$ cat src/rtl/sfu_pkg.sv
`default_nettype none
// ----------------------------------------------------------------------------
// sfu_pkg: shared types and constants
// Result word layout and message and kind codes of the upload engine.
// ----------------------------------------------------------------------------
package sfu_pkg;

	localparam logic [1:0] OP_BYTE = 2'd0;
	localparam logic [1:0] OP_DONE = 2'd1;
	localparam logic [1:0] OP_TICK = 2'd2;
	localparam logic [1:0] OP_REQ  = 2'd3;

	localparam logic [2:0] KIND_MSG   = 3'd0;
	localparam logic [2:0] KIND_STOP  = 3'd1;
	localparam logic [2:0] KIND_ERASE = 3'd2;
	localparam logic [2:0] KIND_PROG  = 3'd3;
	localparam logic [2:0] KIND_DATA  = 3'd4;

	localparam logic [2:0] MSG_READY = 3'd0;
	localparam logic [2:0] MSG_HDR   = 3'd1;
	localparam logic [2:0] MSG_ERS   = 3'd2;
	localparam logic [2:0] MSG_ACK   = 3'd3;
	localparam logic [2:0] MSG_DONE  = 3'd4;
	localparam logic [2:0] MSG_FAIL  = 3'd5;

	localparam logic [0:0] REG_TIMEOUT = 1'd0;
	localparam logic [0:0] REG_MAXUP   = 1'd1;

	localparam logic [15:0] TIMEOUT_RST = 16'd10000;
	localparam logic [24:0] MAXUP_RST   = 25'd15728640;
	localparam logic [24:0] UPLOAD_CAP  = 25'd16777216;
	localparam logic [24:0] SAT25       = 25'h1FFFFFF;

	typedef struct packed {
		logic [2:0]  kind;
		logic [2:0]  message;
		logic [31:0] flash_addr;
		logic [24:0] length;
		logic [7:0]  data_byte;
		logic        last;
	} res_t;

	// Up to two results per word; data byte is filled in by the back end.
	typedef struct packed {
		logic       two;
		res_t       r0;
		res_t       r1;
		logic       rd;
	} job_t;

	function automatic res_t mk(input logic [2:0] k, input logic [2:0] m,
		input logic [31:0] a, input logic [24:0] l);
		res_t r;
		r.kind = k;
		r.message = m;
		r.flash_addr = a;
		r.length = l;
		r.data_byte = 8'd0;
		r.last = 1'b0;
		return r;
	endfunction

	function automatic logic [7:0] trig(input logic [3:0] i);
		case (i)
			4'd0: return 8'h50;
			4'd1: return 8'h43;
			4'd2: return 8'h4D;
			4'd3: return 8'h55;
			4'd4: return 8'h50;
			4'd5: return 8'h4C;
			4'd6: return 8'h4F;
			4'd7: return 8'h41;
			4'd8: return 8'h44;
			4'd9: return 8'h0A;
			default: return 8'h00;
		endcase
	endfunction

endpackage
`default_nettype wire

$ cat src/rtl/sfu_front.sv
`default_nettype none
// ----------------------------------------------------------------------------
// sfu_front: protocol engine
// Classifies each word, updates the upload state, writes the chunk buffer
// and issues jobs of one or two results toward the back end.
// ----------------------------------------------------------------------------
module sfu_front #(
	parameter int CHUNK_BYTES = 2048,
	parameter int PAGE_BYTES = 256
) (
	input  wire                     clk,
	input  wire                     arst_n,
	input  wire                     cfg_we,
	input  wire  [0:0]              cfg_idx,
	input  wire  [24:0]             cfg_data,
	input  wire                     fire,
	input  wire  [1:0]              op,
	input  wire  [7:0]              rx_byte,
	input  wire                     flash_ok,
	output logic                    wr_en,
	output logic [$clog2(CHUNK_BYTES)-1:0] wr_addr,
	output logic [$clog2(CHUNK_BYTES)-1:0] rd_addr,
	output logic                    job_vld,
	output sfu_pkg::job_t           job
);
	localparam int AW = $clog2(CHUNK_BYTES);
	localparam int CW = $clog2(CHUNK_BYTES + 1);
	localparam int PW = $clog2(PAGE_BYTES);
	localparam int SW = $clog2(PAGE_BYTES + 1);

	localparam logic [2:0] PH_MATCH = 3'd0;
	localparam logic [2:0] PH_HDR   = 3'd1;
	localparam logic [2:0] PH_ERASE = 3'd2;
	localparam logic [2:0] PH_LEN   = 3'd3;
	localparam logic [2:0] PH_DATA  = 3'd4;
	localparam logic [2:0] PH_FEED  = 3'd5;
	localparam logic [2:0] PH_PWAIT = 3'd6;

	logic [15:0] tmo_q;
	logic [24:0] maxup_q;
	logic [2:0]  phase_q, phase_d;
	logic [3:0]  midx_q, midx_d;
	logic [2:0]  fbc_q, fbc_d;
	logic [31:0] base_q, base_d;
	logic [24:0] total_q, total_d;
	logic [24:0] bw_q, bw_d;
	logic [CW-1:0] clen_q, clen_d;
	logic [CW-1:0] fill_q, fill_d;
	logic [CW-1:0] poff_q, poff_d;
	logic [SW-1:0] segl_q, segl_d;
	logic [15:0] wt_q, wt_d;
	sfu_pkg::job_t jd;
	logic        jv;

	logic [31:0] cur;
	logic [SW-1:0] room;
	logic [CW-1:0] segc;
	logic [SW-1:0] seg;
	logic [24:0] lim;
	logic [24:0] remain;
	logic [15:0] raw;
	logic [15:0] wtn;

	always_comb begin
		cur = base_q + {7'd0, bw_q};
		room = SW'(PAGE_BYTES) - {1'b0, cur[PW-1:0]};
		segc = clen_q - poff_q;
		seg = ({{(32-CW){1'b0}}, segc} > 32'(room)) ? room : SW'(segc);
		lim = (maxup_q > sfu_pkg::UPLOAD_CAP) ? sfu_pkg::UPLOAD_CAP : maxup_q;
		remain = total_q - bw_q;
		raw = {rx_byte, clen_q[7:0]};
		wtn = (wt_q != 16'hFFFF) ? wt_q + 16'd1 : wt_q;
	end

	always_comb begin
		phase_d = phase_q; midx_d = midx_q; fbc_d = fbc_q; base_d = base_q;
		total_d = total_q; bw_d = bw_q; clen_d = clen_q; fill_d = fill_q;
		poff_d = poff_q; segl_d = segl_q; wt_d = wt_q;
		jv = 1'b0; jd = '0;
		wr_en = 1'b0; wr_addr = fill_q[AW-1:0]; rd_addr = poff_q[AW-1:0];
		if (fire) begin
			case (op)
				sfu_pkg::OP_BYTE: begin
					case (phase_q)
						PH_MATCH: begin
							if (midx_q < 4'd10 && rx_byte == sfu_pkg::trig(midx_q)) begin
								midx_d = midx_q + 4'd1;
								if (midx_q == 4'd9) begin
									midx_d = 4'd0;
									jv = 1'b1; jd.two = 1'b1;
									jd.r0 = sfu_pkg::mk(sfu_pkg::KIND_STOP, 3'd0, 32'd0, 25'd0);
									jd.r1 = sfu_pkg::mk(sfu_pkg::KIND_MSG, sfu_pkg::MSG_READY,
										32'd0, 25'd0);
									phase_d = PH_HDR; fbc_d = 3'd0; base_d = 32'd0;
									total_d = 25'd0; wt_d = 16'd0;
								end
							end else begin
								midx_d = 4'd0;
							end
						end
						PH_HDR: begin
							case (fbc_q)
								3'd0: base_d[7:0] = rx_byte;
								3'd1: base_d[15:8] = rx_byte;
								3'd2: base_d[23:16] = rx_byte;
								3'd3: base_d[31:24] = rx_byte;
								3'd4: total_d[7:0] = rx_byte;
								3'd5: total_d[15:8] = rx_byte;
								3'd6: total_d[23:16] = rx_byte;
								default: if (rx_byte != 8'd0) total_d = sfu_pkg::SAT25;
							endcase
							fbc_d = fbc_q + 3'd1;
							if (fbc_q == 3'd7) begin
								jv = 1'b1;
								if (total_d == 25'd0 || total_d > lim) begin
									jd.r0 = sfu_pkg::mk(sfu_pkg::KIND_MSG, sfu_pkg::MSG_FAIL,
										32'd0, 25'd0);
									phase_d = PH_MATCH; midx_d = 4'd0;
								end else begin
									jd.two = 1'b1;
									jd.r0 = sfu_pkg::mk(sfu_pkg::KIND_MSG, sfu_pkg::MSG_HDR,
										32'd0, 25'd0);
									jd.r1 = sfu_pkg::mk(sfu_pkg::KIND_ERASE, 3'd0, base_q,
										total_d);
									bw_d = 25'd0; phase_d = PH_ERASE;
								end
							end
						end
						PH_LEN: begin
							if (fbc_q == 3'd0) begin
								clen_d = CW'(rx_byte); fbc_d = 3'd1;
							end else if (raw == 16'd0 || 32'(raw) > CHUNK_BYTES) begin
								jv = 1'b1;
								jd.r0 = sfu_pkg::mk(sfu_pkg::KIND_MSG, sfu_pkg::MSG_FAIL,
									32'd0, 25'd0);
								phase_d = PH_MATCH; midx_d = 4'd0;
							end else begin
								clen_d = ({9'd0, raw} > remain) ? CW'(remain) : CW'(raw);
								fill_d = '0; wt_d = 16'd0; phase_d = PH_DATA;
							end
						end
						PH_DATA: begin
							wr_en = 1'b1;
							fill_d = fill_q + CW'(1);
							if (fill_d >= clen_q) begin
								poff_d = '0;
								// first segment: program offset is zero here
								segl_d = ({{(32-CW){1'b0}}, clen_q} > 32'(room)) ? room
									: SW'(clen_q);
								phase_d = PH_FEED; jv = 1'b1;
								jd.r0 = sfu_pkg::mk(sfu_pkg::KIND_PROG, 3'd0, cur,
									25'(segl_d));
							end
						end
						default: ;
					endcase
				end
				sfu_pkg::OP_DONE: begin
					if (phase_q == PH_ERASE || phase_q == PH_PWAIT) begin
						jv = 1'b1;
						if (!flash_ok) begin
							jd.r0 = sfu_pkg::mk(sfu_pkg::KIND_MSG, sfu_pkg::MSG_FAIL,
								32'd0, 25'd0);
							phase_d = PH_MATCH; midx_d = 4'd0;
						end else if (phase_q == PH_ERASE) begin
							jd.r0 = sfu_pkg::mk(sfu_pkg::KIND_MSG, sfu_pkg::MSG_ERS,
								32'd0, 25'd0);
							phase_d = PH_LEN; fbc_d = 3'd0; clen_d = '0; wt_d = 16'd0;
						end else if (poff_q < clen_q) begin
							segl_d = seg; phase_d = PH_FEED;
							jd.r0 = sfu_pkg::mk(sfu_pkg::KIND_PROG, 3'd0, cur, 25'(seg));
						end else begin
							jd.r0 = sfu_pkg::mk(sfu_pkg::KIND_MSG, sfu_pkg::MSG_ACK,
								32'd0, 25'd0);
							if (bw_q >= total_q) begin
								jd.two = 1'b1;
								jd.r1 = sfu_pkg::mk(sfu_pkg::KIND_MSG, sfu_pkg::MSG_DONE,
									32'd0, 25'd0);
								phase_d = PH_MATCH; midx_d = 4'd0;
							end else begin
								phase_d = PH_LEN; fbc_d = 3'd0; clen_d = '0; wt_d = 16'd0;
							end
						end
					end
				end
				sfu_pkg::OP_TICK: begin
					if (phase_q == PH_HDR || phase_q == PH_LEN || phase_q == PH_DATA) begin
						wt_d = wtn;
						if (wtn >= tmo_q) begin
							jv = 1'b1;
							jd.r0 = sfu_pkg::mk(sfu_pkg::KIND_MSG, sfu_pkg::MSG_FAIL,
								32'd0, 25'd0);
							phase_d = PH_MATCH; midx_d = 4'd0;
						end
					end
				end
				default: begin
					if (phase_q == PH_FEED && segl_q != '0) begin
						jv = 1'b1; jd.rd = 1'b1;
						jd.r0 = sfu_pkg::mk(sfu_pkg::KIND_DATA, 3'd0, 32'd0, 25'd0);
						poff_d = poff_q + CW'(1);
						bw_d = bw_q + 25'd1;
						segl_d = segl_q - SW'(1);
						if (segl_q == SW'(1)) phase_d = PH_PWAIT;
					end
				end
			endcase
		end
		if (jd.two) jd.r1.last = 1'b1;
		else jd.r0.last = 1'b1;
	end

	assign job_vld = jv;
	assign job = jd;

	always_ff @(posedge clk or negedge arst_n) begin
		if (!arst_n) begin
			tmo_q <= sfu_pkg::TIMEOUT_RST; maxup_q <= sfu_pkg::MAXUP_RST;
			phase_q <= PH_MATCH; midx_q <= '0; fbc_q <= '0; base_q <= '0;
			total_q <= '0; bw_q <= '0; clen_q <= '0; fill_q <= '0; poff_q <= '0;
			segl_q <= '0; wt_q <= '0;
		end else begin
			if (cfg_we) begin
				if (cfg_idx == sfu_pkg::REG_TIMEOUT) tmo_q <= cfg_data[15:0];
				else maxup_q <= cfg_data;
			end
			phase_q <= phase_d; midx_q <= midx_d; fbc_q <= fbc_d; base_q <= base_d;
			total_q <= total_d; bw_q <= bw_d; clen_q <= clen_d; fill_q <= fill_d;
			poff_q <= poff_d; segl_q <= segl_d; wt_q <= wt_d;
		end
	end

`ifndef ASSERT_OFF
	a_seg: assert property (@(posedge clk) disable iff (!arst_n)
		(phase_q == PH_FEED) |-> (segl_q <= SW'(PAGE_BYTES)))
		else $error("segment exceeds page");
	a_fill: assert property (@(posedge clk) disable iff (!arst_n)
		(phase_q == PH_DATA) |-> (fill_q < clen_q))
		else $error("chunk overfill");
	a_clen: assert property (@(posedge clk) disable iff (!arst_n)
		(phase_q == PH_FEED || phase_q == PH_PWAIT) |-> (poff_q <= clen_q))
		else $error("program offset past chunk");
`endif
endmodule
`default_nettype wire

$ cat config.mk
export PLATFORM = sky130hd
export DESIGN_NAME = sfu_front
export DESIGN_NICKNAME = d
export VERILOG_FILES = /design/src/rtl/sfu_pkg.sv /design/src/rtl/sfu_front.sv
export SDC_FILE = /design/constraint.sdc
export NUM_CORES = 1
export LEC_CHECK = 0
export ABC_AREA = 1
export BUFFER_PORTS_ARGS = -buffer_cell sky130_fd_sc_hd__buf_2
export CORE_UTILIZATION = 38
export CTS_BUF_LIST = sky130_fd_sc_hd__clkbuf_8 sky130_fd_sc_hd__clkbuf_16
export DETAILED_ROUTE_END_ITERATION = 10
export SYNTH_ARGS = -nofsm -noshare
export SYNTH_HDL_FRONTEND = slang
export SYNTH_SLANG_ARGS = --single-unit
$ cat constraint.sdc
create_clock -name clk -period 10.55 [get_ports clk]
set_input_delay 3.165 -clock clk [delete_from_list [all_inputs] [get_ports clk]]
set_output_delay 3.165 -clock clk [all_outputs]
set_load 0.1 [all_outputs]
# Word level (Yosys, flattened, before mapping)

Memories as Yosys holds them, arrays and structs flattened.
Index checks and enable logic that the tools add are counted.

ROM bits: 96
Memories: 1
Word-level logic and storage cells: 315
Bits in registers: 194
Output and inout bits: 170

Memory list:

| name            | words | bits a word | read ports | clocked after Yosys merged registers in | write ports | line          | RTL |
|---|---|---|---|---|---|---|---|
| (no name shown) | 16    | 6           | 1          | 0                                       | 0           | sfu_pkg.sv:64 | `case (i)` |

Reduce and logical (&&, ||, !) cells: 45
$lt $le $gt $ge: 11
Add/sub/neg operators: 11
Muxes and demuxes: 169
Equality and inequality tests: 58
Bitwise operators: 3

Operators with widths:

| cell               | count |
|---|---|
| $mux 145           | 4 |
| $mux 69            | 6 |
| $mux 71            | 5 |
| $mux 72            | 4 |
| $pmux 72 s2        | 2 |
| $pmux 72 s4        | 1 |
| $pmux 72 s3        | 1 |
| $mux 25            | 8 |
| $mux 16            | 11 |
| $mux 12            | 14 |
| $mux 146           | 1 |
| $mux 8             | 16 |
| $pmux 25 s2        | 2 |
| $mux 9             | 9 |
| $pmux 12 s2        | 3 |
| $mux 3             | 22 |
| $mux 32            | 2 |
| $pmux 32 s2        | 1 |
| $mux 4             | 13 |
| $ne 3x3->1 const B | 16 |
| $pmux 16 s3        | 1 |
| $pmux 8 s2         | 3 |
| $ne 2x2->1 const B | 17 |
| $add 32x25->32     | 1 |
| other kinds (67)   | 134 |

# Longest topological paths before layout

Depth in word-level cells: 14
Gate-level depth with buffers: 28
Depth with buffers taken out: 28

# Least setup slack after synthesis

Ideal clock, no wire load.

Kind: input to output
From: input port op[1]
To: output port job[73] (netlist name)
Cell stages on the path: 8
Setup slack: -0.019 ns
Required time: 7.385 ns
Arrival time: 7.404 ns
Path buffers: 1
Cells stage by stage: inv_1 > ha_1 > clkbuf_1 > nor2_1 > clkinv_1 > nand3_1 > nor3_1 > a21oi_1

RTL lines:

| what               | line            | RTL |
|---|---|---|
| start: declaration | sfu_front.sv:17 | `input wire [1:0] op,` |
| end: declaration   | sfu_front.sv:24 | `output sfu_pkg::job_t job` |

==> metrics.yaml <==
startpoint_type: "input port"
regToRegSetupSlack_ns: 5.14
die_w_um: 222
ys_ff_latch: 194
fin_area_mm2: 0.0215
cts_tree: "done"
syn_area_mm2: 0.0184
postSynthAreaPerCell_um2: 6.63
crit_type: "in2out"
synth.most_common_cell: "nand2_1"
finClkSkew_ns: 0.00947
yosys.area.top_type: "dfrtp_1"
cts_buffers: 17
post-route-period-util_pct: 96.7
synth_warnings: 0
hold_depth: 2
routedWlPerCell_um: 17.5
hold_buffers: 0
ys_types: 60
coreArea_mm2: 0.0477
worst_ep_arrival_time_ns: 7.04
start_util_pct: 38.6
synth_flop_cell: "dfrtp_1"
cts.clk_slew.worst_paths_ns: 0.08
status: "completed"
hold_viol_final: 0
clk-insertion-delay-late_ns: 0.51
powerDensity_mw_per_mm2: 337
cp_top_family: "simple AND/OR/NAND/NOR gates"
setup_slack_ns: 0.346
max_freq_mhz: 98.0
first_iter_violations: 1615
cp_slowest_cell: "buf_2"
grt_pass1_vias: 18000
critPathRequiredTime_ns: 7.39
gp_congestion: 0.932
port_buffers: 174
vias: 18700
drv_cap: 0
synth_area_leaders: "dfrtp_1 (25%), nand2_1 (11%), ha_1 (11%)"
max_slew_margin_pct: 15.5
n_antenna_cell: 0
path_max_fanout: 20
synth_top_cell_area_share_pct: 25.1
netlist_instances: 2775
hp-class: "reg2reg"
ff2ff_path_depth: 28
pin_count: 211
clkSinkCount: 194
antenna_found_initial: 1
clockBufferDepth: 2
synth_common_cells: "nand2_1 (560), inv_1 (418), nor2_1 (322), nand3_1 (243), dfrtp_1 (185)"
worst_pin_slew_ns: 1.26
dpl.hpwl_um: 49100
grt_overflow_total: 0
async_flop_share_pct: 100
ant_nets: 0
grt_max_degree: 68
ys_seq_area_share_pct: 26.4
n_fill_cell: 4911
postCtsSetupBuffers: 0
first_pass_iters: 8
routed_wl_um: 61500
fin_nets: 3107
rows: 80
power_w: 0.00723
cp.depth: 18
dp.cells: 3494
die_area_mm2: 0.0493
cts-resized-gates: 0
final_cells: 3526
vias_per_cell: 5.30
path_common_cell: "nand2_1"
grt_first_pass_wirelength_um: 96900
synth_edf_count: 0
leakagePower_nw: 10.8
drc: 0
cts_root_buf: "clkbuf_16"
drive_gt1_share_pct: 9.48
fin_setup_tns_ns: 0
htree_levels: 4
finalCriticalPeriod_ns: 10.20
placed_area_mm2: 0.0209
track_usage_pct: 25.1
dp_slack_ns: 0.433
die_h_um: 222
cp_num_buf_inv: 5
final_max_slew_viol_count: 0
setup_viol: 0
grt_setup_unrepaired: "no"
irDropWorstVdd_v: 0.000156
syn2layout_area_growth_pct: 16.6
endpoint_kind: "output port"
path_cells: "buf_2 -> inv_1 -> nand4_1 -> nor3_2 -> buf_12 -> a21oi_1 -> a221oi_1 -> inv_1 -> ha_1 -> nand2_1 -> nor3_1 -> nand3_1 -> o211ai_1 -> nand2_1 -> nand3_1 -> nand2_1 -> a21oi_1 -> buf_2"
cpPeakStageDelay_ns: 0.50
==> state kept, by name, indices dropped and copies added (netlist names) <==
signal,count
clen_q,12
wt_q,16
base_q,32
poff_q,12
fill_q,12
tmo_q,16
bw_q,25
total_q,25
phase_q,3
midx_q,4
maxup_q,25
fbc_q,3
segl_q,9
==> final cells by class <==
type / count / area [um^2] / area share (%)
inverters: 428 / 1610 / 7.49
clock buffers: 17 / 425 / 1.98
well taps: 615 / 769 / 3.59
multi-input cells: 2065 / 11300 / 52.8
repair buffers: 192 / 2300 / 10.7
clock inverters: 15 / 164 / 0.764
flip-flops and latches: 194 / 4870 / 22.7
==> layout by cell type (no fill, tap or decap), types with 5 or more instances in the layout <==
cell and count:
o211ai_1 14, a21o_1 11, a221oi_1 5, o22ai_1 8
ha_1 165, nor4_1 15, dfrtp_1 185, nor2_1 322
nor3_1 51, nand2_2 7, conb_1 36, dfstp_2 9
o21ai_2 5, clkbuf_16 17, xnor2_1 22, inv_8 5
nand3_1 243, buf_4 16, buf_12 86, o21ai_1 24
o21ai_0 182, xor2_1 69, nand2_1 560, mux2_2 8
a21oi_1 180, nand4_1 49, buf_2 89, a21boi_0 8
o21a_1 8, a211oi_1 9, o21bai_1 9, inv_1 418
clkinv_1 7, o31ai_1 5
==> path summary, 6_finish.rpt <==
| path | startpoint | to |
|---|---|---|
| max in group asynchronous | arst_n | wt_q[5] |
| hold reg to reg | tmo_q[14] | tmo_q[14] |
| setup reg to reg | total_q[0] | clen_q[6] |
| setup / recovery | rx_byte[7] | job[141] |
| hold / removal | tmo_q[14] | tmo_q[14] |
| min in group asynchronous | arst_n | base_q[19] |
==> routing by layer <==
metal  wire [um]  GRT usage, %  vias up
met2       28800          41.4      605
met1       27300          33.1     8754
met3        3940          3.82       90
met5          12             0        -
met4        1590          9.01        2
li1            -             -     9232
==> report_power, final <==
part	total [W]	internal [W]	switching, W
Clock	0.000691	0.000336	0.000355
Sequential	0.00134	0.00101	0.000330
Combinational	0.00520	0.00165	0.00356
Total	0.00723	0.00299	0.00424
==> cell families after synthesis <==
family,synth area share [%]
fa+ha+maj,11.5
mux,0.544
xor+xnor,4.33
simple gates,29.8
other cells,0.0204
flops,26.4
compound gates,14.5
buf+inv,12.8
==> per-stage QoR <==
step / util (%) / hold WS (ns)
final: 44.9 / 0.494
after global routing: 44.9 / 0.524
after CTS: 44.9 / 0.496
after detailed placement: 43.7 / 0.475
after global placement: 43.7 / 0.479
after floorplan: - / 0.453
==> worst min-delay path: stages (launching register included) <==
cell and delay (ns):
dfrtp_1 0.35, nand2_1 0.05, o21ai_0 0.06
(Power assumes the default switching activity.)
